`src/hdl/stm_ram.sv`:
```
// generic ram, one write port, two registered read ports
module stm_ram #(
  parameter int W     = 8,
  parameter int DEPTH = 16,
  localparam int AW   = $clog2(DEPTH)
) (
  input  logic          clk,
  input  logic          we,
  input  logic [AW-1:0] waddr,
  input  logic [W-1:0]  wdata,
  input  logic [AW-1:0] raddr_a,
  input  logic [AW-1:0] raddr_b,
  output logic [W-1:0]  rdata_a,
  output logic [W-1:0]  rdata_b
);

  logic [W-1:0] mem_r [DEPTH];
  logic [W-1:0] rdata_a_r;
  logic [W-1:0] rdata_b_r;

  always_ff @(posedge clk) begin
    if (we) begin
      mem_r[waddr] <= wdata;
    end
    rdata_a_r <= mem_r[raddr_a];
    rdata_b_r <= mem_r[raddr_b];
  end

  assign rdata_a = rdata_a_r;
  assign rdata_b = rdata_b_r;

endmodule

```
`config.mk`:
```
export PLATFORM = sky130hd
export DESIGN_NAME = stm_ram
export DESIGN_NICKNAME = d
export VERILOG_FILES = /design/src/hdl/stm_ram.sv
export SDC_FILE = /design/constraint.sdc
export NUM_CORES = 1
export LEC_CHECK = 0
export ABC_AREA = 1
export BUFFER_PORTS_ARGS = -buffer_cell sky130_fd_sc_hd__clkbuf_2
export CAP_MARGIN = 0
export CORE_ASPECT_RATIO = 1.25
export CORE_UTILIZATION = 40
export DETAILED_ROUTE_END_ITERATION = 10
export MAX_ROUTING_LAYER = met4
export PLACE_DENSITY = 0.53
export REMOVE_ABC_BUFFERS = 1
export SLEW_MARGIN = 10
export SYNTH_ARGS = -nofsm -noshare
export SYNTH_HDL_FRONTEND = slang
export SYNTH_SLANG_ARGS = --single-unit
```
`constraint.sdc`:
```
create_clock -name clk -period 2.7 [get_ports clk]
set_input_delay 0.135 -clock clk [delete_from_list [all_inputs] [get_ports clk]]
set_output_delay 0.135 -clock clk [all_outputs]
set_load 0.005 [all_outputs]
```
==> impl_metrics.yaml <==
global_route:
  grt_antenna_before_repair: 1
  first_global_vias: 5776
  grt_first_pass_wirelength_um: 32980
  grt.total_usage: 0.2514
  gr-total-overflow: 0
  grt_start_max_net_pins: 63
pwr:
  irDropWorstVdd_mv: 0.3532
  total_leakage_power_nw: 3.646
  p_per_area_nw_per_um2: 623.9
timing:
  timing.final.max_slew_violations: 0
  final_min_period_over_clock_period: 0.4716
  setup_total_negative_slack_ps: 0
  setup_repair_after_global_routing_missed_its_margin: "false"
  final_period_minus_worst_setup_slack_ps: 1273
  worst_slew_margin_rel: 0.2976
  clock_skew_ps: 5.663
  worst-slew-pin-transition_ps: 1050
  setup_violations: 0
  hold_viol_final: 0
  clock.fmax_ghz: 0.7853
min_path:
  hold_path.class: "in -> reg"
  hold-path-cell-count: 1
finish:
  area_growth_syn_to_layout_pct: 10.89
  nets: 904
  finalNonFillerCells: 1120
  drive_above_1_share: 0.09162
clocking:
  cts_sinks: 144
  cts_buffers: 17
  clk_transition_reported_paths_ps: 60
  clock_tree_from_tritoncts: "yes"
  cts.htree.levels: 4
  post_cts_resized: 0
  clock_latency_ps: 430
  cts_setup_buffers: 0
  clockBufferDepth: 2
  post_cts_hold_buffer_count: 0
  root_buffer: "sky130_fd_sc_hd__clkbuf_16"
die:
  fp.coreArea_um2: 17630
  floorplan.initialDensity: 0.4117
  die_area_um2: 18700
  die_width_um: 122.5
  fp.dieH_um: 152.6
  fp-row-count: 54
  design.portCount: 38
critical_path:
  worst_ep_required_time_ps: 3010
  startpoint: "mem_r[15][5]"
  cp-end-kind: "register"
  reg2reg_depth: 6
  cp_capture_point: "rdata_a[5]"
  timing.reg2reg.setup_slack_ps: 1430
  worst_ep_arrival_time_ps: 1580
  worstPathMaxFanout: 2
  r2r-start: "mem_r[15][5]"
  worst_setup_path_start_kind: "register"
  worstReg2RegEnd: "rdata_a[5]"
  crit_path_class: "reg -> reg"
detailed_routing:
  drt_wl_total_um: 21580
  detail-route-antenna-nets: 0
  route.detailed.drc: 0
  via_per_inst: 5.328
  vias: 5967
  post_drt_wl_per_cell_um: 19.27
  drt_first_pass_iters: 5
  detailedRoute.firstIterationViolations: 649
logic_synthesis:
  syn-cell-area_um2: 7259
  synthDominantCellAreaShare: 0.5295
  post_synth.cell_area_avg_um2: 8.531
  post_synthesis_simple_gate_area_fraction: 0.3092
  synth-adder-area-share: 0
  post_synth_mux_area_share: 0
  synth_top_family_by_area: "simple AND/OR/NAND/NOR gates"
  synth.ff_latch_count: 144
  synth_compound_area_frac: 0
  postSynthCellCount: 851
  synth-seq-area-share: 0.5736
  synth_area_leaders: "sky130_fd_sc_hd__edfxtp_1, sky130_fd_sc_hd__nand3_1, sky130_fd_sc_hd__nand2_1, sky130_fd_sc_hd__inv_1, sky130_fd_sc_hd__dfxtp_1"
  synthesis.yosys.warnings: 0
  synth-xor-area-share: 0
  synth_area_leader_cell: "sky130_fd_sc_hd__edfxtp_1"
  synth_cell_types: 13
placement:
  gp_routability_congestion: 0.8723
  post-dp-hpwl_um: 13580
  io_buffer_count: 37
  dp_cells: 1087
run_status:
  status: "finished, final reports clean"
run:
  cap_violations: 0
## logic make-up after synthesis
kind of cell           after synthesis
AND/OR/NAND/NOR                    521
buffers and inverters              186
flip-flops                         144
## worst max-delay path, cell delays in order, from the launching register on
cell,delay [ps]
sky130_fd_sc_hd__edfxtp_1,370
sky130_fd_sc_hd__inv_1,200
sky130_fd_sc_hd__nand2_1,190
sky130_fd_sc_hd__nand3_1,130
sky130_fd_sc_hd__nand3_1,80
sky130_fd_sc_hd__nand3_1,120
sky130_fd_sc_hd__nand2_1,80
## state kept, by name, indices dropped and copies added (netlist names)
signal   cells
rdata_b      8
rdata_a      8
mem_r      128
## layout by cell type, fill, tap and decap left out
| master | count |
|---|---|
| sky130_fd_sc_hd__nand2_1 | 277 |
| sky130_fd_sc_hd__diode_2 | 1 |
| sky130_fd_sc_hd__buf_4 | 23 |
| sky130_fd_sc_hd__clkbuf_2 | 37 |
| sky130_fd_sc_hd__inv_2 | 4 |
| sky130_fd_sc_hd__nand3_1 | 225 |
| sky130_fd_sc_hd__clkbuf_16 | 17 |
| sky130_fd_sc_hd__nand3b_1 | 2 |
| sky130_fd_sc_hd__inv_1 | 134 |
| sky130_fd_sc_hd__dfxtp_1 | 16 |
| sky130_fd_sc_hd__clkbuf_1 | 12 |
| sky130_fd_sc_hd__edfxtp_1 | 128 |
| sky130_fd_sc_hd__clkinv_1 | 2 |
| sky130_fd_sc_hd__clkinv_2 | 1 |
| sky130_fd_sc_hd__nor2_1 | 17 |
## how the worst min path moves through the flow
stage | from | endpoint | slack (ps)
after detailed placement | rdata_a[7] | rdata_a[7] | 510
after CTS | wdata[2] | mem_r[4][2] | 140
after global placement | rdata_a[7] | rdata_a[7] | 510
after global routing | wdata[2] | mem_r[2][2] | 160
after floorplan | wdata[0] | mem_r[0][0] | 230
final | wdata[1] | mem_r[8][1] | 160
## cell usage after synthesis
cell and number:
sky130_fd_sc_hd__buf_1 1, sky130_fd_sc_hd__buf_2 26, sky130_fd_sc_hd__buf_4 4, sky130_fd_sc_hd__buf_6 14
sky130_fd_sc_hd__clkbuf_1 3, sky130_fd_sc_hd__dfxtp_1 16, sky130_fd_sc_hd__edfxtp_1 128, sky130_fd_sc_hd__inv_1 134
sky130_fd_sc_hd__inv_2 4, sky130_fd_sc_hd__nand2_1 277, sky130_fd_sc_hd__nand3_1 225, sky130_fd_sc_hd__nand3b_1 2
sky130_fd_sc_hd__nor2_1 17
## through the flow
stage	worst slack [ps]	utilization	power, mW	hold WS (ps)	area, µm²
3_3_place_gp	1055	0.4290	3.047	508.5	7565
4_1_cts	1436	0.4564	5.040	141.9	8048
6_report	1427	0.4565	5.022	163.0	8050
3_5_place_dp	987.7	0.4290	3.053	508.5	7565
5_1_grt	1372	0.4565	5.204	159.3	8050
2_1_floorplan	1572	-	2.792	233.9	6927
## power by group
group	leakage [nW]	total, mW	switching (mW)	internal [mW]
logic	2.12	0.498	0.352	0.145
clock network	0.231	2.01	0.845	1.17
registers	1.29	2.51	0.0207	2.49
## routing by layer
layer | part of all wire | routed length (µm) | track usage | vias up
met1 | 0.40 | 8630 | 0.3098 | 2797
li1 | - | - | - | 2804
met2 | 0.48 | 10290 | 0.3745 | 302
met4 | 0.049 | 1067 | 0.1585 | 0
met3 | 0.074 | 1590 | 0.04903 | 64
met5 | 0 | 0 | - | -
## layout make-up
cell class / instances / area, µm²
flip-flops and latches: 144 / 4164
clock buffers: 29 / 470.5
fillers: 1691 / 9584
multi-input cells: 521 / 2245
diodes: 1 / 2.502
repair buffers: 60 / 357.8
clock inverters: 3 / 12.51
well taps: 224 / 280.3
inverters: 138 / 518.0
No activity file was read; power rests on OpenSTA's default activity.
