## src/hdl/stm_pkg.sv

```systemverilog
// shared types and constants of the stereo timestamp pair matcher
package stm_pkg;

  localparam int TS_W   = 64;
  localparam int CNT_W  = 7;
  localparam int IDX_W  = 6;
  localparam int LATE_W = 6;
  localparam int RAM_W  = 2 + 2 * TS_W;

  // most pairs a batch may report
  localparam logic [LATE_W-1:0] PAIR_LIMIT = 6'd32;

  typedef enum logic [1:0] {
    KIND_IMU   = 2'd0,
    KIND_LEFT  = 2'd1,
    KIND_RIGHT = 2'd2,
    KIND_BAD   = 2'd3
  } kind_t;

  localparam logic [2:0] ST_OK        = 3'd0;
  localparam logic [2:0] ST_BAD_KIND  = 3'd1;
  localparam logic [2:0] ST_REC_REV   = 3'd2;
  localparam logic [2:0] ST_ZERO_HDR  = 3'd3;
  localparam logic [2:0] ST_DUP_HDR   = 3'd4;
  localparam logic [2:0] ST_HDR_REV   = 3'd5;
  localparam logic [2:0] ST_NO_PAIRS  = 3'd6;
  localparam logic [2:0] ST_OVER      = 3'd7;

  // one finished batch handed from the loader to the pairing engine
  typedef struct packed {
    logic             bank;
    logic [2:0]       status;
    logic [CNT_W-1:0] msgs;
    logic [CNT_W-1:0] lcnt;
    logic [CNT_W-1:0] rcnt;
  } job_t;

  // pairing engine gives a buffer bank back to the loader
  typedef struct packed {
    logic valid;
    logic bank;
  } rel_t;

endpackage

```

## src/hdl/stm_job_fifo.sv

```systemverilog
// two-entry queue of closed batches between loader and pairing engine
module stm_job_fifo import stm_pkg::*; (
  input  logic clk,
  input  logic rst_n,
  input  logic push,
  input  job_t push_job,
  input  logic pop,
  output logic full,
  output logic not_empty,
  output job_t head
);

  job_t       ent_r [2];
  logic       wp_r;
  logic       rp_r;
  logic [1:0] cnt_r;

  assign full      = cnt_r == 2'd2;
  assign not_empty = cnt_r != 2'd0;
  assign head      = ent_r[rp_r];

  always_ff @(posedge clk) begin
    if (push) begin
      ent_r[wp_r] <= push_job;
    end
  end

  always_ff @(posedge clk) begin
    if (!rst_n) begin
      wp_r  <= 1'b0;
      rp_r  <= 1'b0;
      cnt_r <= '0;
    end else begin
      if (push) begin
        wp_r <= ~wp_r;
      end
      if (pop) begin
        rp_r <= ~rp_r;
      end
      case ({push, pop})
        2'b10:   cnt_r <= cnt_r + 1'b1;
        2'b01:   cnt_r <= cnt_r - 1'b1;
        default: cnt_r <= cnt_r;
      endcase
    end
  end

endmodule

```

## config.mk

```make
export PLATFORM = sky130hd
export DESIGN_NAME = stm_job_fifo
export DESIGN_NICKNAME = d
export VERILOG_FILES = /design/src/hdl/stm_pkg.sv /design/src/hdl/stm_job_fifo.sv
export SDC_FILE = /design/constraint.sdc
export NUM_CORES = 1
export LEC_CHECK = 0
export BUFFER_PORTS_ARGS = -buffer_cell sky130_fd_sc_hd__clkbuf_2
export CAP_MARGIN = 0
export CORE_UTILIZATION = 35
export DETAILED_ROUTE_END_ITERATION = 16
export HOLD_SLACK_MARGIN = 0.08
export PLACE_DENSITY = 0.61
export SETUP_SLACK_MARGIN = 0.02
export SLEW_MARGIN = 0
export SYNTH_ARGS = -nofsm -noshare
export SYNTH_HDL_FRONTEND = slang
export SYNTH_SLANG_ARGS = --single-unit
```

## constraint.sdc

```tcl
create_clock -name clk -period 1.7 [get_ports clk]
set_input_delay 0.085 -clock clk [delete_from_list [all_inputs] [get_ports clk]]
set_output_delay 0.085 -clock clk [all_outputs]
set_load 0.01 [all_outputs]
```

==> metrics.md <==
| Metric | Value |
|---|---|
| Status | finished clean |
| Synthesis Warnings | 0 |
| Die Ht | 77.91 um |
| Pleak | 0.001073 uW |
| Area Overhead vs Synth | 37.22% |
| Crit-path max FO | 17 |
| Core Region | 5540 um^2 |
| WHS Path Cells | 3 |
| Worst reg2reg path depth | 2 |
| Ratio of cells with drive above 1 in the final layout | 49.74% |
| DRC | 0 |
| Clk_lat worst skew | 300 ps |
| Vias/cell | 4.350 |
| Post-DP HPWL | 2.439 mm |
| Max transition margin | 76.68% |
| Final setup violation count | 0 |
| CTS H-tree depth | 2 |
| Final Cycle Share | 87.93% |
| HP Class | primary input to flop |
| Post-Synthesis Cells | 100 |
| Starting density of the core | 36.40% |
| CP arrival | 1410 ps |
| Final Skew | 6.833 ps |
| Cts repair resizes | 0 |
| Min-delay src | pop |
| Crit start category | flop |
| Total GRT Usage | 12.75% |
| ANT cells | 0 |
| Hold slack | 133.9 ps |
| CTS Buf Count | 5 |
| RSZ-0062 raised after global routing | no |
| Final GP Congestion | 0.6338 |
| Seq cells post-synth | 55 |
| Reg-to-Reg Start | wp_r$_SDFFE_PN0P_ |
| Reg2reg end | ent_r[1][1]$_DFFE_PP_ |
| Post-route ant nets | 0 |
| Fin area | 2768 um^2 |
| Synth top area cells | edfxtp_1 74%, mux2_2 14%, dfxtp_1 5.0%, and2_1 1.2%, xnor2_1 0.87% |
| Vias | 1,144 |
| First-pass GRT wire length | 5.789 mm |
| WL per Instance | 13.63 um |
| Yosys top cell by area | edfxtp_1 |
| TritonCTS clock tree | yes |
| PortBufs | 55 |
| Critical Path RT | 1620 ps |
| Cell Rows | 27 |
| Final Slew Violations | 0 |
| Grt total ovfl | 0 |
| Max cap viols | 0 |
| Root buffer selected by CTS | clkbuf_8 |
| Mean Syn Cell Area | 20.17 um^2 |
| Vias in the first global route | 1,223 |
| Non-Filler Instances | 263 |
| Tot Pwr | 2704 uW |
| Clk sinks | 55 |
| Top-level I/O count | 56 |
| Clk slew on worst S/H paths | 90 ps |
| Placed Cells incl. Taps | 229 |
| Drt pass-1 iters | 4 |
| Kind of critical path | flop to output port |
| Maximum clock path buffer count | 2 |
| Worst VDD drop | 0.0004602 V |
| Highest achievable clock rate | 0.6690 GHz |
| Setup TNS | 0 ps |
| Largest net degree at the start of global routing | 26 |
| Initial antenna violation count | 0 |
| Die area | 6070 um^2 |
| Syn Nets | 130 |
| Die X | 77.91 um |
| Seq/Total Area, Yosys | 79.40% |
| Number of DRC markers in iteration 0 | 56 |
| Period minus WS final | 1495 ps |
| Synth top area share | 74.44% |
| Final WL | 3.585 mm |
| Nets@finish | 220 |
| Final hold vios | 0 |
| Worst-margin pin slew | 349.8 ps |
| Placed cell area | 2407 um^2 |
| Synth Cell Area | 2017 um^2 |
| Power Density | 976.9 nW/um^2 |
| R2r setup slk | 520 ps |
| CP Capture Type | output port |
| Synth cell types | 17 |
kinds of logic (layout without fill, tap and decap cells):
logic type,count (synthesis),after routing,synth area share [%]
AO/OA/AOI/OAI,3,3,0.9926
XOR/XNOR,3,3,1.303
flip-flops,55,55,79.40
buffers and inverters,4,95,0.9301
adder cells (fa/ha/maj),1,1,0.6202
AND/OR/NAND/NOR,9,9,2.792
multiplexers,25,25,13.96
stage by stage:
stage	utilization [%]	worst slack, ps
6_report	49.95	205.2
5_1_grt	49.95	105.7
4_1_cts	49.95	152.2
3_5_place_dp	43.45	494.8
3_3_place_gp	43.45	546.0
2_1_floorplan	-	298.8
per-layer routing:
layer,routed length [um],GRT usage (%),share of wire (%)
met5,0,0,0
met4,72,5.556,2.0
met3,108,3.059,3.0
met2,2032,23.89,57
met1,1373,13.46,38
cell type report:
| cell class | count | area, um^2 |
|---|---|---|
| clock buffer | 8 | 100.1 |
| fill | 524 | 2773 |
| inverter | 1 | 3.754 |
| multi-input combinational | 41 | 399.1 |
| sequential | 55 | 1602 |
| tap | 72 | 90.09 |
| timing repair buffer | 86 | 573.1 |
state kept, by name, summed over array words and instances, names as in the netlist, named ones only:
name,flops
ent_r,50
cnt_r,2
rp_r,1
wp_r,1
what timing repair did:
action / 4_1_cts / 5_1_grt
hold buffers: 26 / 0
setup buffers: 0 / 0
endpoints found under the hold margin: 55 / 0
report_power, final:
group	internal [uW]	switching [uW]
sequential	1560	23.3
clock	372	378
combinational	204	172
total	2130	573
worst max-delay path, cell delays in order, from the launching register on:
cell and delay [ps]:
dfxtp_1 350, buf_4 250, mux2_2 370, clkbuf_2 130
how the worst max path moves through the flow:
stage	end	slack, ps	cells past startpoint
final	head[6]	210	3
after CTS	head[24]	150	3
after global routing	head[24]	110	3
after global placement	head[24]	550	3
after floorplan	ent_r[0][0]$_DFFE_PP_	300	1
after detailed placement	head[24]	490	3
synth_stat cells:
cell type / number
edfxtp_1: 50
mux2_2: 25
dfxtp_1: 5
and2_1: 4
buf_2: 3
xnor2_1: 2
a21boi_1: 1
and2b_2: 1
ha_1: 1
inv_1: 1
nor2_1: 1
nor2b_1: 1
o21a_1: 1
o21ai_0: 1
or2_2: 1
or3_1: 1
xor2_1: 1
placed cells by master, fill, tap and decap left out, types with 2 or more instances in the layout:
cell type and instances:
dlygate4sd3_1 26, xnor2_1 2, clkbuf_2 55, buf_4 5, edfxtp_1 50, and2_1 4, mux2_2 25, clkbuf_8 7
dfxtp_1 5
Note: power is estimated with default switching activity, not from simulation.
