File: src/hdl/stm_pkg.sv
// shared types and constants of the stereo timestamp pair matcher
package stm_pkg;

  localparam int TS_W   = 64;
  localparam int CNT_W  = 7;
  localparam int IDX_W  = 6;
  localparam int LATE_W = 6;
  localparam int RAM_W  = 2 + 2 * TS_W;

  // most pairs a batch may report
  localparam logic [LATE_W-1:0] PAIR_LIMIT = 6'd32;

  typedef enum logic [1:0] {
    KIND_IMU   = 2'd0,
    KIND_LEFT  = 2'd1,
    KIND_RIGHT = 2'd2,
    KIND_BAD   = 2'd3
  } kind_t;

  localparam logic [2:0] ST_OK        = 3'd0;
  localparam logic [2:0] ST_BAD_KIND  = 3'd1;
  localparam logic [2:0] ST_REC_REV   = 3'd2;
  localparam logic [2:0] ST_ZERO_HDR  = 3'd3;
  localparam logic [2:0] ST_DUP_HDR   = 3'd4;
  localparam logic [2:0] ST_HDR_REV   = 3'd5;
  localparam logic [2:0] ST_NO_PAIRS  = 3'd6;
  localparam logic [2:0] ST_OVER      = 3'd7;

  // one finished batch handed from the loader to the pairing engine
  typedef struct packed {
    logic             bank;
    logic [2:0]       status;
    logic [CNT_W-1:0] msgs;
    logic [CNT_W-1:0] lcnt;
    logic [CNT_W-1:0] rcnt;
  } job_t;

  // pairing engine gives a buffer bank back to the loader
  typedef struct packed {
    logic valid;
    logic bank;
  } rel_t;

endpackage

File: src/hdl/stm_in_if.sv
// message input channel
interface stm_in_if import stm_pkg::*; ();
  logic            valid;
  logic            ready;
  logic [1:0]      kind;
  logic [TS_W-1:0] record_time;
  logic [TS_W-1:0] header_time;
  logic            batch_end;

  modport source(output valid, kind, record_time, header_time, batch_end, input ready);
  modport sink(input valid, kind, record_time, header_time, batch_end, output ready);
endinterface

File: src/hdl/stm_front.sv
// loader: stores messages, checks order and per-camera headers, closes batches
module stm_front import stm_pkg::*; #(
  parameter int MSG_DEPTH = 64,
  localparam int IW = $clog2(MSG_DEPTH),
  localparam int AW = IW + 1
) (
  input  logic             clk,
  input  logic             rst_n,
  stm_in_if.sink           in_ch,
  input  logic             q_full,
  input  rel_t             rel,
  output logic             wr_en,
  output logic [AW-1:0]    wr_addr,
  output logic [RAM_W-1:0] wr_data,
  output logic             push,
  output job_t             job
);

  logic [CNT_W-1:0] cnt_r, cnt_nxt;
  logic [TS_W-1:0]  last_rec_r, last_rec_nxt;
  logic [2:0]       ord_err_r, ord_err_nxt;
  logic [2:0]       hdr_err_r, hdr_err_nxt;
  logic             over_r, over_nxt;
  logic [CNT_W-1:0] lcnt_r, lcnt_nxt;
  logic [CNT_W-1:0] rcnt_r, rcnt_nxt;
  logic [TS_W-1:0]  last_lh_r, last_lh_nxt;
  logic [TS_W-1:0]  last_rh_r, last_rh_nxt;
  logic             bank_r, bank_nxt;
  logic [1:0]       busy_r, busy_nxt;
  logic             acc;
  logic             room;
  logic             bad_batch;

  assign in_ch.ready = !busy_r[bank_r] && !q_full;
  assign acc         = in_ch.valid && in_ch.ready;
  assign room        = cnt_r < CNT_W'(MSG_DEPTH);

  // message store write
  assign wr_en   = acc && room;
  assign wr_addr = {bank_r, cnt_r[IW-1:0]};
  assign wr_data = {in_ch.kind, in_ch.record_time, in_ch.header_time};

  // per-message checks
  always_comb begin
    cnt_nxt      = cnt_r;
    last_rec_nxt = last_rec_r;
    ord_err_nxt  = ord_err_r;
    hdr_err_nxt  = hdr_err_r;
    over_nxt     = over_r;
    lcnt_nxt     = lcnt_r;
    rcnt_nxt     = rcnt_r;
    last_lh_nxt  = last_lh_r;
    last_rh_nxt  = last_rh_r;
    if (acc) begin
      if (!room) begin
        over_nxt = 1'b1;
      end else begin
        if (ord_err_r == ST_OK) begin
          if (in_ch.kind == KIND_BAD) begin
            ord_err_nxt = ST_BAD_KIND;
          end else if (cnt_r != '0 && in_ch.record_time < last_rec_r) begin
            ord_err_nxt = ST_REC_REV;
          end
        end
        last_rec_nxt = in_ch.record_time;
        cnt_nxt      = cnt_r + 1'b1;
        // header walk stops at its first failure
        if (hdr_err_r == ST_OK) begin
          if (in_ch.kind == KIND_LEFT) begin
            lcnt_nxt = lcnt_r + 1'b1;
            if (in_ch.header_time == '0) begin
              hdr_err_nxt = ST_ZERO_HDR;
            end else if (last_lh_r != '0 && in_ch.header_time == last_lh_r) begin
              hdr_err_nxt = ST_DUP_HDR;
            end else if (last_lh_r != '0 && in_ch.header_time < last_lh_r) begin
              hdr_err_nxt = ST_HDR_REV;
            end else begin
              last_lh_nxt = in_ch.header_time;
            end
          end else if (in_ch.kind == KIND_RIGHT) begin
            rcnt_nxt = rcnt_r + 1'b1;
            if (in_ch.header_time == '0) begin
              hdr_err_nxt = ST_ZERO_HDR;
            end else if (last_rh_r != '0 && in_ch.header_time == last_rh_r) begin
              hdr_err_nxt = ST_DUP_HDR;
            end else if (last_rh_r != '0 && in_ch.header_time < last_rh_r) begin
              hdr_err_nxt = ST_HDR_REV;
            end else begin
              last_rh_nxt = in_ch.header_time;
            end
          end
        end
      end
    end
  end

  // batch close descriptor
  assign push      = acc && in_ch.batch_end;
  assign bad_batch = over_nxt || (ord_err_nxt != ST_OK);

  always_comb begin
    job.bank = bank_r;
    job.msgs = cnt_nxt;
    if (over_nxt) begin
      job.status = ST_OVER;
    end else if (ord_err_nxt != ST_OK) begin
      job.status = ord_err_nxt;
    end else begin
      job.status = hdr_err_nxt;
    end
    job.lcnt = bad_batch ? '0 : lcnt_nxt;
    job.rcnt = bad_batch ? '0 : rcnt_nxt;
  end

  // bank ownership
  always_comb begin
    busy_nxt = busy_r;
    bank_nxt = bank_r;
    if (rel.valid) begin
      busy_nxt[rel.bank] = 1'b0;
    end
    if (push) begin
      busy_nxt[bank_r] = 1'b1;
      bank_nxt         = ~bank_r;
    end
  end

  always_ff @(posedge clk) begin
    if (!rst_n || push) begin
      cnt_r      <= '0;
      last_rec_r <= '0;
      ord_err_r  <= ST_OK;
      hdr_err_r  <= ST_OK;
      over_r     <= 1'b0;
      lcnt_r     <= '0;
      rcnt_r     <= '0;
      last_lh_r  <= '0;
      last_rh_r  <= '0;
    end else begin
      cnt_r      <= cnt_nxt;
      last_rec_r <= last_rec_nxt;
      ord_err_r  <= ord_err_nxt;
      hdr_err_r  <= hdr_err_nxt;
      over_r     <= over_nxt;
      lcnt_r     <= lcnt_nxt;
      rcnt_r     <= rcnt_nxt;
      last_lh_r  <= last_lh_nxt;
      last_rh_r  <= last_rh_nxt;
    end
  end

  always_ff @(posedge clk) begin
    if (!rst_n) begin
      bank_r <= 1'b0;
      busy_r <= '0;
    end else begin
      bank_r <= bank_nxt;
      busy_r <= busy_nxt;
    end
  end

endmodule

File: src/flat_wrapper.sv
// flat-port wrapper written by rule: the top's interface ports become plain ports
module stm_front_flat import stm_pkg::*;
#(
  parameter int MSG_DEPTH = 64,
  localparam int IW = $clog2(MSG_DEPTH),
  localparam int AW = IW + 1
)
  (clk, rst_n, q_full, rel, wr_en, wr_addr, wr_data, push, job, in_ch_valid, in_ch_kind, in_ch_record_time, in_ch_header_time, in_ch_batch_end, in_ch_ready);
  stm_in_if in_ch_i ();
  input  logic clk;
  input  logic rst_n;
  input  logic q_full;
  input  rel_t rel;
  output logic wr_en;
  output logic [AW-1:0] wr_addr;
  output logic [RAM_W-1:0] wr_data;
  output logic push;
  output job_t job;
  input wire logic [$bits(in_ch_i.valid)-1:0] in_ch_valid;
  input wire logic [$bits(in_ch_i.kind)-1:0] in_ch_kind;
  input wire logic [$bits(in_ch_i.record_time)-1:0] in_ch_record_time;
  input wire logic [$bits(in_ch_i.header_time)-1:0] in_ch_header_time;
  input wire logic [$bits(in_ch_i.batch_end)-1:0] in_ch_batch_end;
  output wire logic [$bits(in_ch_i.ready)-1:0] in_ch_ready;
  assign in_ch_i.valid = in_ch_valid;
  assign in_ch_i.kind = in_ch_kind;
  assign in_ch_i.record_time = in_ch_record_time;
  assign in_ch_i.header_time = in_ch_header_time;
  assign in_ch_i.batch_end = in_ch_batch_end;
  assign in_ch_ready = in_ch_i.ready;
  stm_front #(.MSG_DEPTH(MSG_DEPTH)) u_core (.clk(clk), .rst_n(rst_n), .in_ch(in_ch_i), .q_full(q_full), .rel(rel), .wr_en(wr_en), .wr_addr(wr_addr), .wr_data(wr_data), .push(push), .job(job));
endmodule
File: config.mk
export PLATFORM = sky130hd
export DESIGN_NAME = stm_front_flat
export DESIGN_NICKNAME = d
export VERILOG_FILES = /design/src/hdl/stm_pkg.sv /design/src/hdl/stm_in_if.sv /design/src/hdl/stm_front.sv /design/src/flat_wrapper.sv
export SDC_FILE = /design/constraint.sdc
export NUM_CORES = 1
export LEC_CHECK = 0
export BUFFER_PORTS_ARGS = -buffer_cell sky130_fd_sc_hd__clkbuf_2
export CAP_MARGIN = 10
export CELL_PAD_IN_SITES_DETAIL_PLACEMENT = 1
export CELL_PAD_IN_SITES_GLOBAL_PLACEMENT = 1
export CORE_ASPECT_RATIO = 1.1
export CORE_MARGIN = 2
export CORE_UTILIZATION = 31
export CTS_CLUSTER_DIAMETER = 200
export DETAILED_ROUTE_END_ITERATION = 10
export PLACE_DENSITY = 0.67
export SYNTH_ARGS = -nofsm -noshare
export SYNTH_HDL_FRONTEND = slang
export SYNTH_SLANG_ARGS = --single-unit
File: constraint.sdc
create_clock -name clk -period 4.8 [get_ports clk]
set_input_delay 0.96 -clock clk [delete_from_list [all_inputs] [get_ports clk]]
set_output_delay 0.96 -clock clk [all_outputs]
set_load 0.05 [all_outputs]
==> flow_summary.json <==
{
  "clock_sinks": 223,
  "drtIter0Drc": 425,
  "wl_per_cell_um": 18.0,
  "syn_area_mm2": 0.0144,
  "fin_tns_setup_ns": 0,
  "dieHeight_um": 230,
  "chipWidth_um": 209,
  "grtUsageTotal": 0.190,
  "fin_worst_skew_ns": 0.0131,
  "critPathMaxStageDelay_ns": 0.36,
  "holdPathStages": 2,
  "r2r_start": "u_core.last_rh_r[32]",
  "crit_path_start_kind": "primary input",
  "path_clk_slew_ns": 0.05,
  "hp-class": "register to register",
  "synth_enable_flop_cells": 0,
  "numCtsBuffers": 28,
  "relSlewSlack": 0.459,
  "cap_viol_max_count": 0,
  "ios": 302,
  "initial_core_util": 0.315,
  "synth_cell_types": 52,
  "place_ws_ns": -0.421,
  "cts_tree": "yes",
  "worst_path_max_delay_cell": "a221o_1",
  "r2r_slack_ns": 1.46,
  "ys.flop_type": "dfxtp_1",
  "cts_htree_levels": 1,
  "postCtsSetupBuffers": 0,
  "p_leak_nw": 8.29,
  "ys_warn_count": 0,
  "crit_required_ns": 3.84,
  "cts-root-buf": "clkbuf_16",
  "p_per_area_mw_per_mm2": 295,
  "tightest_slew_ns": 0.812,
  "clk-insertion-delay-late_ns": 0.55,
  "finalHoldViolations": 0,
  "fmax_mhz": 215,
  "ff2ff_path_depth": 11,
  "status": "finished, final reports clean",
  "drc": 0,
  "wirelength_um": 47100,
  "drt-pass1-iter-count": 4,
  "path_class": "primary input to primary output",
  "grt_max_degree": 68,
  "grt_pass1_wl_um": 72700,
  "setup_ws_ns": 0.150,
  "viasPerCell": 4.96,
  "r2r_end": "u_core.last_rh_r[1]",
  "clk_path_buf_depth": 3,
  "antenna_found_initial": 1,
  "avgSynthCellArea_um2": 8.24,
  "critPathMaxFanout": 14,
  "vias": 13000,
  "grt_pass1_vias": 13600,
  "core_area_mm2": 0.0458,
  "drive_gt1_frac": 0.245,
  "worstPathArrival_ns": 3.69,
  "fp.dieArea_mm2": 0.0482,
  "finalSetupViolations": 0,
  "ir_drop_mv": 0.238,
  "period_needed_ns": 4.65,
  "synth_cells": 1747,
  "globalRoute.totalOverflow": 0,
  "areaGrowthSynthToFinish_pct": 22.0,
  "place_congestion": 0.927,
  "ant_nets": 0,
  "path_cells": "clkbuf_2 -> ha_1 -> a21o_1 -> a221o_1 -> a221o_1 -> a31oi_2 -> buf_4 -> o2111ai_1 -> o21ai_1 -> buf_4 -> a21o_1 -> nand2b_1 -> buf_12 -> nor2_1 -> buf_2",
  "synth-seq-cells": 223,
  "endpoint_kind": "primary output",
  "core.rowCount": 82,
  "slew_viol_final": 0,
  "dp_hpwl_um": 37700,
  "ys_seq_area_frac": 0.310,
  "whs_endpoint": "u_core.last_rec_r[21]",
  "finalNetCount": 2347,
  "synth_nets": 2079,
  "ys_async_sr_fraction": 0,
  "min_period_over_period": 0.969,
  "holdWs_ns": 0.454,
  "worstHoldStart": "u_core.last_rec_r[21]",
  "hold_buffers": 0,
  "fin_util": 0.384,
  "port-buffer-count": 301
}
==> routing by layer <==
layer / share of wire / track usage / wire length [um] / up-vias
met5: 0 / 0 / 0 / -
met4: 0.046 / 0.0851 / 2170 / 0
met3: 0.038 / 0.0225 / 1800 / 90
met2: 0.50 / 0.358 / 23700 / 298
met1: 0.41 / 0.214 / 19400 / 6234
li1: - / - / - / 6372
==> placed cells by master (no fill, tap or decap), types with 8 or more instances in the layout <==
cell type | synthesis | final
clkbuf_2 | 0 | 278
dfxtp_1 | 223 | 223
inv_1 | 199 | 199
ha_1 | 195 | 191
nor2_1 | 184 | 184
nand2_1 | 177 | 176
a21oi_1 | 134 | 134
mux2i_1 | 130 | 130
buf_4 | 140 | 123
nand4_1 | 58 | 58
nor4_1 | 61 | 57
clkbuf_16 | 0 | 29
o21ai_0 | 29 | 28
a21o_1 | 26 | 26
nand3_1 | 25 | 22
buf_2 | 1 | 13
buf_12 | 0 | 13
a211oi_1 | 12 | 12
xor2_1 | 12 | 12
nor2b_1 | 11 | 11
clkbuf_8 | 0 | 9
and3_1 | 8 | 8
==> logic make-up (layout without fill, tap and decap cells) <==
family | after synthesis | in the layout | synth area share
AOI/OAI and AO/OA | 240 | 240 | 0.0985
xor gates and xnor gates | 18 | 18 | 0.0109
adders and majority gates | 195 | 195 | 0.169
buffers and inverters | 390 | 676 | 0.145
DFF | 223 | 223 | 0.310
muxes | 130 | 130 | 0.0904
other | 0 | 1 | 0
and+or+nand+nor | 551 | 551 | 0.176
==> worst max-delay path by stage <==
stage	depth (start not counted)	endpoint	start	slack [ns]
after global placement	13	job[21]	in_ch_header_time[47]	-0.40
after floorplan	8	job[3]	q_full	0.05
after global routing	15	job[9]	in_ch_record_time[26]	-0.006
after detailed placement	13	job[21]	in_ch_header_time[47]	-0.42
final	15	job[3]	in_ch_record_time[26]	0.15
after CTS	13	job[21]	in_ch_header_time[15]	0.02
==> registers in the layout, indices dropped and copies added (netlist names) <==
signal	cells
u_core.busy_r	2
u_core.last_rec_r	64
u_core.cnt_r	7
u_core.rcnt_r	7
u_core.ord_err_r	3
u_core.last_lh_r	64
u_core.hdr_err_r	3
u_core.last_rh_r	64
u_core.over_r	1
u_core.lcnt_r	7
u_core.bank_r	1
==> stage by stage <==
step                instance area [um^2]  std cells  power [W]
floorplan                          14400       1747    0.00270
global placement                   16500       2573    0.00304
detailed placement                 16500       2573    0.00308
CTS                                17500       2621    0.00524
global route                       17600       2622    0.00542
finish                             17600       2622    0.00518
==> worst max-delay path, delay by kind of cell <==
family | cells | cell delay, ns
AO/OA/AOI/OAI | 7 | 1.47
AND/OR/NAND/NOR | 2 | 0.20
adder cells (fa/ha/maj) | 1 | 0.30
buffers and inverters | 5 | 0.76
==> synth_stat cells (all sizes together) (11+ instances only) <==
master / count / area share
o21ai: 32 / 0.011
a21oi: 134 / 0.047
a21o: 26 / 0.014
inv: 199 / 0.052
xor2: 12 / 0.0073
nand4: 58 / 0.025
nor2b: 11 / 0.0048
nor2: 186 / 0.049
buf: 160 / 0.085
a211oi: 13 / 0.0071
nor4: 61 / 0.027
mux2i: 130 / 0.090
clkbuf: 30 / 0.0078
nand3: 25 / 0.0087
ha: 195 / 0.17
dfxtp: 223 / 0.31
nand2: 177 / 0.046
==> where the power goes <==
part | switching [W] | internal [W] | total, W
Combinational | 0.000727 | 0.000385 | 0.00111
Clock | 0.000849 | 0.00128 | 0.00213
Sequential | 0.0000330 | 0.00190 | 0.00193
==> cell type report <==
type / instances / area [um^2]
inverter: 200 / 751
timing repair buffer: 428 / 2650
multi-input combinational: 1134 / 8040
clock buffer: 44 / 872
clock inverter: 4 / 48.8
tap: 588 / 736
fill: 5573 / 28200
sequential: 223 / 4460
antenna: 1 / 2.50
==> repair_timing <==
action / CTS / global route
pin swaps: 2 / 11
setup endpoints to repair: 2 / 16
resized for setup: 9 / 33
No activity file was read; power rests on OpenSTA's default activity.
