### config.mk
export PLATFORM = sky130hd
export DESIGN_NAME = stm_back_flat
export DESIGN_NICKNAME = d
export VERILOG_FILES = /design/src/hdl/stm_pkg.sv /design/src/hdl/stm_out_if.sv /design/src/hdl/stm_back.sv /design/src/flat_wrapper.sv
export SDC_FILE = /design/constraint.sdc
export NUM_CORES = 1
export LEC_CHECK = 0
export ABC_AREA = 0
export BUFFER_PORTS_ARGS = -buffer_cell sky130_fd_sc_hd__buf_4
export CORE_AREA = 5 5 247 249
export DETAILED_ROUTE_END_ITERATION = 16
export DIE_AREA = 0 0 252 254
export PLACE_DENSITY_LB_ADDON = 0.12
export SLEW_MARGIN = 10
export SYNTH_ARGS = -nofsm -noshare
export SYNTH_HDL_FRONTEND = slang
export SYNTH_SLANG_ARGS = --single-unit
### constraint.sdc
create_clock -name clk -period 39.4 [get_ports clk]
set_input_delay 11.82 -clock clk [delete_from_list [all_inputs] [get_ports clk]]
set_output_delay 11.82 -clock clk [all_outputs]
set_load 0.03 [all_outputs]
### src/hdl/stm_pkg.sv
// shared types and constants of the stereo timestamp pair matcher
package stm_pkg;

  localparam int TS_W   = 64;
  localparam int CNT_W  = 7;
  localparam int IDX_W  = 6;
  localparam int LATE_W = 6;
  localparam int RAM_W  = 2 + 2 * TS_W;

  // most pairs a batch may report
  localparam logic [LATE_W-1:0] PAIR_LIMIT = 6'd32;

  typedef enum logic [1:0] {
    KIND_IMU   = 2'd0,
    KIND_LEFT  = 2'd1,
    KIND_RIGHT = 2'd2,
    KIND_BAD   = 2'd3
  } kind_t;

  localparam logic [2:0] ST_OK        = 3'd0;
  localparam logic [2:0] ST_BAD_KIND  = 3'd1;
  localparam logic [2:0] ST_REC_REV   = 3'd2;
  localparam logic [2:0] ST_ZERO_HDR  = 3'd3;
  localparam logic [2:0] ST_DUP_HDR   = 3'd4;
  localparam logic [2:0] ST_HDR_REV   = 3'd5;
  localparam logic [2:0] ST_NO_PAIRS  = 3'd6;
  localparam logic [2:0] ST_OVER      = 3'd7;

  // one finished batch handed from the loader to the pairing engine
  typedef struct packed {
    logic             bank;
    logic [2:0]       status;
    logic [CNT_W-1:0] msgs;
    logic [CNT_W-1:0] lcnt;
    logic [CNT_W-1:0] rcnt;
  } job_t;

  // pairing engine gives a buffer bank back to the loader
  typedef struct packed {
    logic valid;
    logic bank;
  } rel_t;

endpackage

### src/hdl/stm_out_if.sv
// result output channel
interface stm_out_if import stm_pkg::*; ();
  logic              valid;
  logic              ready;
  logic              is_summary;
  logic [2:0]        status;
  logic [IDX_W-1:0]  lead_index;
  logic [IDX_W-1:0]  left_index;
  logic [IDX_W-1:0]  right_index;
  logic [TS_W-1:0]   camera_time;
  logic [TS_W-1:0]   record_gap;
  logic [CNT_W-1:0]  left_count;
  logic [CNT_W-1:0]  right_count;
  logic [TS_W-1:0]   largest_gap;
  logic [LATE_W-1:0] late_pair_count;
  logic              final_item;

  modport source(output valid, is_summary, status, lead_index, left_index, right_index,
                 camera_time, record_gap, left_count, right_count, largest_gap,
                 late_pair_count, final_item, input ready);
  modport sink(input valid, is_summary, status, lead_index, left_index, right_index,
               camera_time, record_gap, left_count, right_count, largest_gap,
               late_pair_count, final_item, output ready);
endinterface

### src/hdl/stm_back.sv
// pairing engine: merges left and right messages of a stored batch, emits pairs and summary
module stm_back import stm_pkg::*; #(
  parameter int MSG_DEPTH = 64,
  localparam int IW = $clog2(MSG_DEPTH),
  localparam int AW = IW + 1,
  localparam int CW = $clog2(MSG_DEPTH + 1)
) (
  input  logic             clk,
  input  logic             rst_n,
  input  logic             q_valid,
  input  job_t             q_job,
  output logic             q_pop,
  output logic [AW-1:0]    raddr_a,
  output logic [AW-1:0]    raddr_b,
  input  logic [RAM_W-1:0] rdata_a,
  input  logic [RAM_W-1:0] rdata_b,
  input  logic [TS_W-1:0]  gap_alarm,
  output rel_t             rel,
  stm_out_if.source        out_ch
);

  // a counting pass is needed only when more pairs than the limit can exist
  localparam bit NEED_CNT = MSG_DEPTH > 2 * 32 + 1;

  typedef enum logic [2:0] {
    S_IDLE, S_CNT_RD, S_CNT_EV, S_PAIR_RD, S_PAIR_EV, S_SUM_WAIT, S_SUM
  } state_t;

  state_t            state_r;
  job_t              job_r;
  logic [CW-1:0]     a_r, b_r;
  logic [LATE_W-1:0] pcnt_r;
  logic [TS_W-1:0]   lg_r;
  logic [LATE_W-1:0] late_r;
  logic [TS_W-1:0]   gap_r;
  logic              acc_r;
  logic              any_r;
  logic [2:0]        st_r;

  logic              ov_r;
  logic              is_sum_r;
  logic [2:0]        o_status_r;
  logic [IDX_W-1:0]  o_anchor_r, o_left_r, o_right_r;
  logic [TS_W-1:0]   o_ctime_r, o_gap_r, o_lg_r;
  logic [CNT_W-1:0]  o_lcnt_r, o_rcnt_r;
  logic [LATE_W-1:0] o_late_r;
  logic              o_final_r;

  logic [1:0]        ka, kb;
  logic [TS_W-1:0]   rec_a, rec_b, hdr_a, hdr_b;
  logic [CW-1:0]     lim;
  logic              walk_done, a_ok, b_ok, h_eq, h_lt, is_match, adv_a, adv_b;
  logic              brw_ab;
  logic [TS_W-1:0]   d_ab, d_ba, gap;
  logic              out_free;
  logic [CW-1:0]     anchor;
  logic              load_pair, load_sum;

  assign raddr_a = {job_r.bank, a_r[IW-1:0]};
  assign raddr_b = {job_r.bank, b_r[IW-1:0]};

  // merge step decode on the two stored entries
  always_comb begin
    ka        = rdata_a[RAM_W-1 -: 2];
    kb        = rdata_b[RAM_W-1 -: 2];
    rec_a     = rdata_a[2*TS_W-1 -: TS_W];
    rec_b     = rdata_b[2*TS_W-1 -: TS_W];
    hdr_a     = rdata_a[TS_W-1:0];
    hdr_b     = rdata_b[TS_W-1:0];
    lim       = CW'(job_r.msgs);
    walk_done = (a_r >= lim) || (b_r >= lim);
    a_ok      = ka == KIND_LEFT;
    b_ok      = kb == KIND_RIGHT;
    h_eq      = hdr_a == hdr_b;
    h_lt      = hdr_a < hdr_b;
    is_match  = a_ok && b_ok && h_eq;
    adv_a     = !a_ok || (b_ok && (h_eq || h_lt));
    adv_b     = !b_ok || (a_ok && (h_eq || !h_lt));
    {brw_ab, d_ab} = {1'b0, rec_a} - {1'b0, rec_b};
    d_ba      = rec_b - rec_a;
    gap       = brw_ab ? d_ba : d_ab;
    anchor    = (a_r < b_r) ? a_r : b_r;
  end

  assign out_free  = !ov_r || out_ch.ready;
  assign q_pop     = (state_r == S_IDLE) && q_valid;
  assign rel.valid = (state_r == S_SUM) && out_free;
  assign rel.bank  = job_r.bank;

  // output register loads
  assign load_pair = (state_r == S_PAIR_EV) && !walk_done && is_match && out_free;
  assign load_sum  = (state_r == S_SUM) && out_free;

  // output register
  assign out_ch.valid           = ov_r;
  assign out_ch.is_summary      = is_sum_r;
  assign out_ch.status          = o_status_r;
  assign out_ch.lead_index      = o_anchor_r;
  assign out_ch.left_index      = o_left_r;
  assign out_ch.right_index     = o_right_r;
  assign out_ch.camera_time     = o_ctime_r;
  assign out_ch.record_gap      = o_gap_r;
  assign out_ch.left_count      = o_lcnt_r;
  assign out_ch.right_count     = o_rcnt_r;
  assign out_ch.largest_gap     = o_lg_r;
  assign out_ch.late_pair_count = o_late_r;
  assign out_ch.final_item      = o_final_r;

  // sequencer
  always_ff @(posedge clk) begin
    if (!rst_n) begin
      state_r <= S_IDLE;
      ov_r    <= 1'b0;
      acc_r   <= 1'b0;
    end else begin
      if (load_pair || load_sum) begin
        ov_r <= 1'b1;
      end else if (out_ch.ready) begin
        ov_r <= 1'b0;
      end
      // running gap statistics, updated from the registered acc_r flag after each pair
      acc_r <= load_pair;
      if (acc_r) begin
        if (gap_r > lg_r) begin
          lg_r <= gap_r;
        end
        if (gap_r >= gap_alarm) begin
          late_r <= late_r + 1'b1;
        end
      end
      case (state_r)
        S_IDLE: begin
          if (q_valid) begin
            job_r  <= q_job;
            a_r    <= '0;
            b_r    <= '0;
            pcnt_r <= '0;
            lg_r   <= '0;
            late_r <= '0;
            any_r  <= 1'b0;
            st_r   <= q_job.status;
            if (q_job.status != ST_OK) begin
              state_r <= S_SUM;
            end else if (NEED_CNT) begin
              state_r <= S_CNT_RD;
            end else begin
              state_r <= S_PAIR_RD;
            end
          end
        end
        S_CNT_RD: state_r <= S_CNT_EV;
        S_CNT_EV: begin
          if (walk_done) begin
            a_r <= '0;
            b_r <= '0;
            if (pcnt_r > PAIR_LIMIT) begin
              st_r    <= ST_OVER;
              state_r <= S_SUM;
            end else begin
              state_r <= S_PAIR_RD;
            end
          end else begin
            if (adv_a) begin
              a_r <= a_r + 1'b1;
            end
            if (adv_b) begin
              b_r <= b_r + 1'b1;
            end
            if (is_match && pcnt_r <= PAIR_LIMIT) begin
              pcnt_r <= pcnt_r + 1'b1;
            end
            state_r <= S_CNT_RD;
          end
        end
        S_PAIR_RD: state_r <= S_PAIR_EV;
        S_PAIR_EV: begin
          if (walk_done) begin
            state_r <= S_SUM_WAIT;
          end else if (!is_match || out_free) begin
            if (adv_a) begin
              a_r <= a_r + 1'b1;
            end
            if (adv_b) begin
              b_r <= b_r + 1'b1;
            end
            if (is_match) begin
              is_sum_r   <= 1'b0;
              o_status_r <= ST_OK;
              o_anchor_r <= IDX_W'(anchor);
              o_left_r   <= IDX_W'(a_r);
              o_right_r  <= IDX_W'(b_r);
              o_ctime_r  <= hdr_a;
              o_gap_r    <= gap;
              o_lcnt_r   <= '0;
              o_rcnt_r   <= '0;
              o_lg_r     <= '0;
              o_late_r   <= '0;
              o_final_r  <= 1'b0;
              gap_r      <= gap;
              any_r      <= 1'b1;
            end
            state_r <= S_PAIR_RD;
          end
        end
        S_SUM_WAIT: begin
          if (!any_r) begin
            st_r <= ST_NO_PAIRS;
          end
          state_r <= S_SUM;
        end
        S_SUM: begin
          if (out_free) begin
            is_sum_r   <= 1'b1;
            o_status_r <= st_r;
            o_anchor_r <= '0;
            o_left_r   <= '0;
            o_right_r  <= '0;
            o_ctime_r  <= '0;
            o_gap_r    <= '0;
            o_lcnt_r   <= job_r.lcnt;
            o_rcnt_r   <= job_r.rcnt;
            o_lg_r     <= (st_r == ST_OK) ? lg_r : '0;
            o_late_r   <= (st_r == ST_OK) ? late_r : '0;
            o_final_r  <= 1'b1;
            state_r    <= S_IDLE;
          end
        end
        default: state_r <= S_IDLE;
      endcase
    end
  end

endmodule

### src/flat_wrapper.sv
// flat-port wrapper written by rule: the top's interface ports become plain ports
module stm_back_flat import stm_pkg::*;
#(
  parameter int MSG_DEPTH = 64,
  localparam int IW = $clog2(MSG_DEPTH),
  localparam int AW = IW + 1,
  localparam int CW = $clog2(MSG_DEPTH + 1)
)
  (clk, rst_n, q_valid, q_job, q_pop, raddr_a, raddr_b, rdata_a, rdata_b, gap_alarm, rel, out_ch_valid, out_ch_is_summary, out_ch_status, out_ch_lead_index, out_ch_left_index, out_ch_right_index, out_ch_camera_time, out_ch_record_gap, out_ch_left_count, out_ch_right_count, out_ch_largest_gap, out_ch_late_pair_count, out_ch_final_item, out_ch_ready);
  stm_out_if out_ch_i ();
  input  logic clk;
  input  logic rst_n;
  input  logic q_valid;
  input  job_t q_job;
  output logic q_pop;
  output logic [AW-1:0] raddr_a;
  output logic [AW-1:0] raddr_b;
  input  logic [RAM_W-1:0] rdata_a;
  input  logic [RAM_W-1:0] rdata_b;
  input  logic [TS_W-1:0] gap_alarm;
  output rel_t rel;
  output wire logic [$bits(out_ch_i.valid)-1:0] out_ch_valid;
  output wire logic [$bits(out_ch_i.is_summary)-1:0] out_ch_is_summary;
  output wire logic [$bits(out_ch_i.status)-1:0] out_ch_status;
  output wire logic [$bits(out_ch_i.lead_index)-1:0] out_ch_lead_index;
  output wire logic [$bits(out_ch_i.left_index)-1:0] out_ch_left_index;
  output wire logic [$bits(out_ch_i.right_index)-1:0] out_ch_right_index;
  output wire logic [$bits(out_ch_i.camera_time)-1:0] out_ch_camera_time;
  output wire logic [$bits(out_ch_i.record_gap)-1:0] out_ch_record_gap;
  output wire logic [$bits(out_ch_i.left_count)-1:0] out_ch_left_count;
  output wire logic [$bits(out_ch_i.right_count)-1:0] out_ch_right_count;
  output wire logic [$bits(out_ch_i.largest_gap)-1:0] out_ch_largest_gap;
  output wire logic [$bits(out_ch_i.late_pair_count)-1:0] out_ch_late_pair_count;
  output wire logic [$bits(out_ch_i.final_item)-1:0] out_ch_final_item;
  input wire logic [$bits(out_ch_i.ready)-1:0] out_ch_ready;
  assign out_ch_valid = out_ch_i.valid;
  assign out_ch_is_summary = out_ch_i.is_summary;
  assign out_ch_status = out_ch_i.status;
  assign out_ch_lead_index = out_ch_i.lead_index;
  assign out_ch_left_index = out_ch_i.left_index;
  assign out_ch_right_index = out_ch_i.right_index;
  assign out_ch_camera_time = out_ch_i.camera_time;
  assign out_ch_record_gap = out_ch_i.record_gap;
  assign out_ch_left_count = out_ch_i.left_count;
  assign out_ch_right_count = out_ch_i.right_count;
  assign out_ch_largest_gap = out_ch_i.largest_gap;
  assign out_ch_late_pair_count = out_ch_i.late_pair_count;
  assign out_ch_final_item = out_ch_i.final_item;
  assign out_ch_i.ready = out_ch_ready;
  stm_back #(.MSG_DEPTH(MSG_DEPTH)) u_core (.clk(clk), .rst_n(rst_n), .q_valid(q_valid), .q_job(q_job), .q_pop(q_pop), .raddr_a(raddr_a), .raddr_b(raddr_b), .rdata_a(rdata_a), .rdata_b(rdata_b), .gap_alarm(gap_alarm), .rel(rel), .out_ch(out_ch_i));
endmodule
==> flow_summary.json <==
{
  "hold_violations": 0,
  "rows": 89,
  "ir_worst_vdd_uv": 37.6,
  "yosysSeqAreaShare_pct": 42.4,
  "drt_pass1_iterations": 5,
  "maxCapViolCount": 0,
  "end_kind": "output pin",
  "synth_cells": 3015,
  "synth_top_family_by_area": "compound AO/OA/AOI/OAI gates",
  "area_growth_pct": 22.0,
  "worstPathMaxFanout": 71,
  "antenna_found_initial": 6,
  "async_reset_ff_share_pct": 0,
  "cts_tree": "built",
  "synth_xor_area_share_pct": 2.28,
  "worstMarginPinSlew_ps": 1180,
  "busiest_layer": "met2",
  "route.detailed.drc": 0,
  "synth_nets": 3714,
  "fp.dieH_um": 254,
  "min_from": "u_core.job_r[1]$_DFFE_PP_",
  "met2_usage_pct": 49.6,
  "yosys-mux-area-fraction_pct": 3.34,
  "cp_slowest_cell": "buf_4",
  "timing.final.crit_period_ps": 24730,
  "cp_top_family": "buffers and inverters",
  "synth-main-ff-cell": "edfxtp_1",
  "met1_usage_pct": 39.1,
  "r2r-start": "u_core.a_r[0]$_DFFE_PP_",
  "path_clk_slew_ps": 60,
  "p_leak_nw": 16.5,
  "synth_compound_area_share_pct": 16.5,
  "syn_area_mm2": 0.0296,
  "wl_um": 101000,
  "cts_made_buffers": 45,
  "cts_buffer_depth": 3,
  "synth-simple-area-share_pct": 14.0,
  "gp_congestion": 0.971,
  "io_buffers": 605,
  "cts_root_buf": "clkbuf_16",
  "gr-usage-met3_pct": 4.88,
  "grt_pass1_wl_um": 149000,
  "path_common_cell": "buf_4",
  "avgSynthCellArea_um2": 9.81,
  "coreArea_mm2": 0.0585,
  "post-route-period-util_pct": 62.8,
  "power_density_mw_per_mm2": 43.9,
  "fin_area_mm2": 0.0361,
  "setup_viol": 0,
  "synth_seq_cells": 419,
  "track_usage_pct": 30.1,
  "worstSetupStartpoint": "q_valid",
  "drt_iter0_markers": 2003,
  "synth_fa_ha_area_share_pct": 14.7,
  "fp.dieW_um": 252,
  "postPlaceCellArea_mm2": 0.0346,
  "worst_ep_required_time_ps": 27580,
  "vias": 25343,
  "wl_per_cell_um": 23.1,
  "grt_overflow_total": 0,
  "start_util_pct": 50.6,
  "ys_types": 83,
  "drv_slew": 0,
  "postCtsSetupBuffers": 0,
  "nets": 4252,
  "clock_latency_ps": 580,
  "hpwl_um": 82700,
  "critPathMaxStageDelay_ps": 580,
  "ctsHoldBuffers": 0,
  "drive_gt1_share_pct": 20.1,
  "outcome": "completed",
  "grt_max_degree": 149,
  "ant_nets": 0,
  "synth_edf_count": 414,
  "crit_type": "in -> out",
  "crit_chain": "buf_4 > and2_2 > buf_4 > buf_4",
  "htree_levels": 2,
  "yosysWarnings": 0,
  "post-route-util_pct": 61.7,
  "relSlewSlack_pct": 20.9,
  "startpoint_type": "primary input",
  "ioPinCount": 606,
  "via_per_inst": 5.80,
  "min_path_type": "reg -> reg",
  "fmax_mhz": 40.4,
  "arrival_ps": 12910,
  "critPathBufInv": 3,
  "cts_resized": 0,
  "setup_tns_ps": 0,
  "clock_skew_ps": 20.1,
  "rsz0062_at_grt": "false",
  "clock_sinks": 419,
  "grt_pass1_vias": 25110,
  "dieArea_mm2": 0.0640
}
## kinds of logic (layout without fill, tap and decap cells)
| logic type | count (synthesis) | count (layout) |
|---|---|---|
| flip-flops | 419 | 419 |
| adder cells (fa/ha/maj) | 346 | 346 |
| multiplexers | 98 | 98 |
| AND/OR/NAND/NOR | 805 | 805 |
| other | 0 | 5 |
| AO/OA/AOI/OAI | 773 | 773 |
| XOR/XNOR | 76 | 76 |
| buffers and inverters | 498 | 1071 |
## per-stage QoR
stage	hold slack, ps	std cells	setup WS (ps)	power (mW)
floorplan	497	3015	312	0.988
global placement	501	4279	14660	1.15
detailed placement	505	4279	14650	1.16
CTS	520	4361	14650	1.59
global route	537	4366	14600	1.66
finish	521	4366	14670	1.58
## sequential cells by signal, summed over array words and instances (netlist names), 3 cells and up
| name | cells |
|---|---|
| u_core.a_r | 7 |
| u_core.b_r | 7 |
| u_core.gap_r | 64 |
| u_core.job_r | 14 |
| u_core.late_r | 6 |
| u_core.lg_r | 64 |
| u_core.lim | 7 |
| u_core.out_ch.camera_time | 64 |
| u_core.out_ch.largest_gap | 64 |
| u_core.out_ch.late_pair_count | 6 |
| u_core.out_ch.lead_index | 6 |
| u_core.out_ch.left_count | 7 |
| u_core.out_ch.left_index | 6 |
| u_core.out_ch.record_gap | 64 |
| u_core.out_ch.right_count | 7 |
| u_core.out_ch.right_index | 6 |
| u_core.out_ch.status | 3 |
| u_core.pcnt_r | 6 |
| u_core.st_r | 3 |
| u_core.state_r | 3 |
## path summary, 6_finish.rpt
path,end,slack (ps),depth (start not counted)
setup reg to reg,u_core.out_ch.camera_time[32]$_SDFFCE_PP0P_,34690,12
setup / recovery,q_pop,14670,4
hold / removal,u_core.out_ch.right_count[1]$_SDFFCE_PN0P_,520,1
hold reg to reg,u_core.out_ch.right_count[1]$_SDFFCE_PN0P_,520,1
## layout make-up
| cell class | count | area [um^2] |
|---|---|---|
| clock inverters | 28 | 268 |
| well taps | 773 | 967 |
| diodes | 5 | 12.5 |
| flip-flops and latches | 419 | 12500 |
| repair buffers | 618 | 4650 |
| fillers | 4826 | 22400 |
| inverters | 371 | 1390 |
| multi-input cells | 2098 | 15100 |
| clock buffers | 54 | 1180 |
## cell usage in the layout, fill, tap and decap left out, types with 17 or more instances in the layout
cell type / n
nand3_1: 24
o21ai_0: 154
o21ai_1: 17
a211oi_1: 18
o21a_1: 21
nor3_1: 35
clkbuf_16: 46
ha_1: 344
edfxtp_1: 414
and2_1: 218
a21o_1: 132
inv_1: 371
xnor2_1: 51
nand2b_1: 24
xor2_1: 24
a21oi_1: 263
nand4_1: 85
nor2_1: 221
o21bai_1: 44
buf_4: 617
nand2_1: 125
mux2i_1: 93
## synth_stat cells (5+ instances only)
library cell  count  area, um^2
edfxtp_1        414       12400
inv_1           371        1390
ha_1            344        4300
a21oi_1         263        1320
nor2_1          222         833
and2_1          219        1370
o21ai_0         154         771
a21o_1          132         991
nand2_1         125         469
mux2i_1          93         931
nand4_1          85         532
clkbuf_1         62         233
xnor2_1          51         447
o21bai_1         44         330
buf_2            39         195
nor3_1           35         175
nand3_1          25         125
nand2b_1         24         150
xor2_1           24         210
buf_4            22         165
o21a_1           21         158
a211oi_1         19         143
o21ai_1          17        85.1
nor2b_1          14        87.6
o211ai_1         14         105
nor4_1           13        81.3
or3_1            13        81.3
a31oi_1          12        75.1
a221oi_1         11        96.3
and3_1            8        50.1
o31ai_1           8        60.1
o221ai_1          6        52.6
a211o_1           5        43.8
a31o_2            5        43.8
and4_1            5        43.8
dfxtp_1           5         100
or2_2             5        31.3
## layer usage
layer / wire, um / vias up
met5: 0 / -
li1: - / 11802
met1: 41300 / 12225
met3: 7470 / 205
met4: 5330 / 0
met2: 46900 / 1111
## where the power goes
group	internal, mW	switching [mW]	total (mW)	leakage (nW)
Sequential	0.580	0.0440	0.624	3.78
Clock	0.241	0.181	0.422	0.701
Combinational	0.201	0.337	0.538	12.1
Total	1.02	0.562	1.58	16.5
Note: power is estimated with default switching activity, not from simulation.
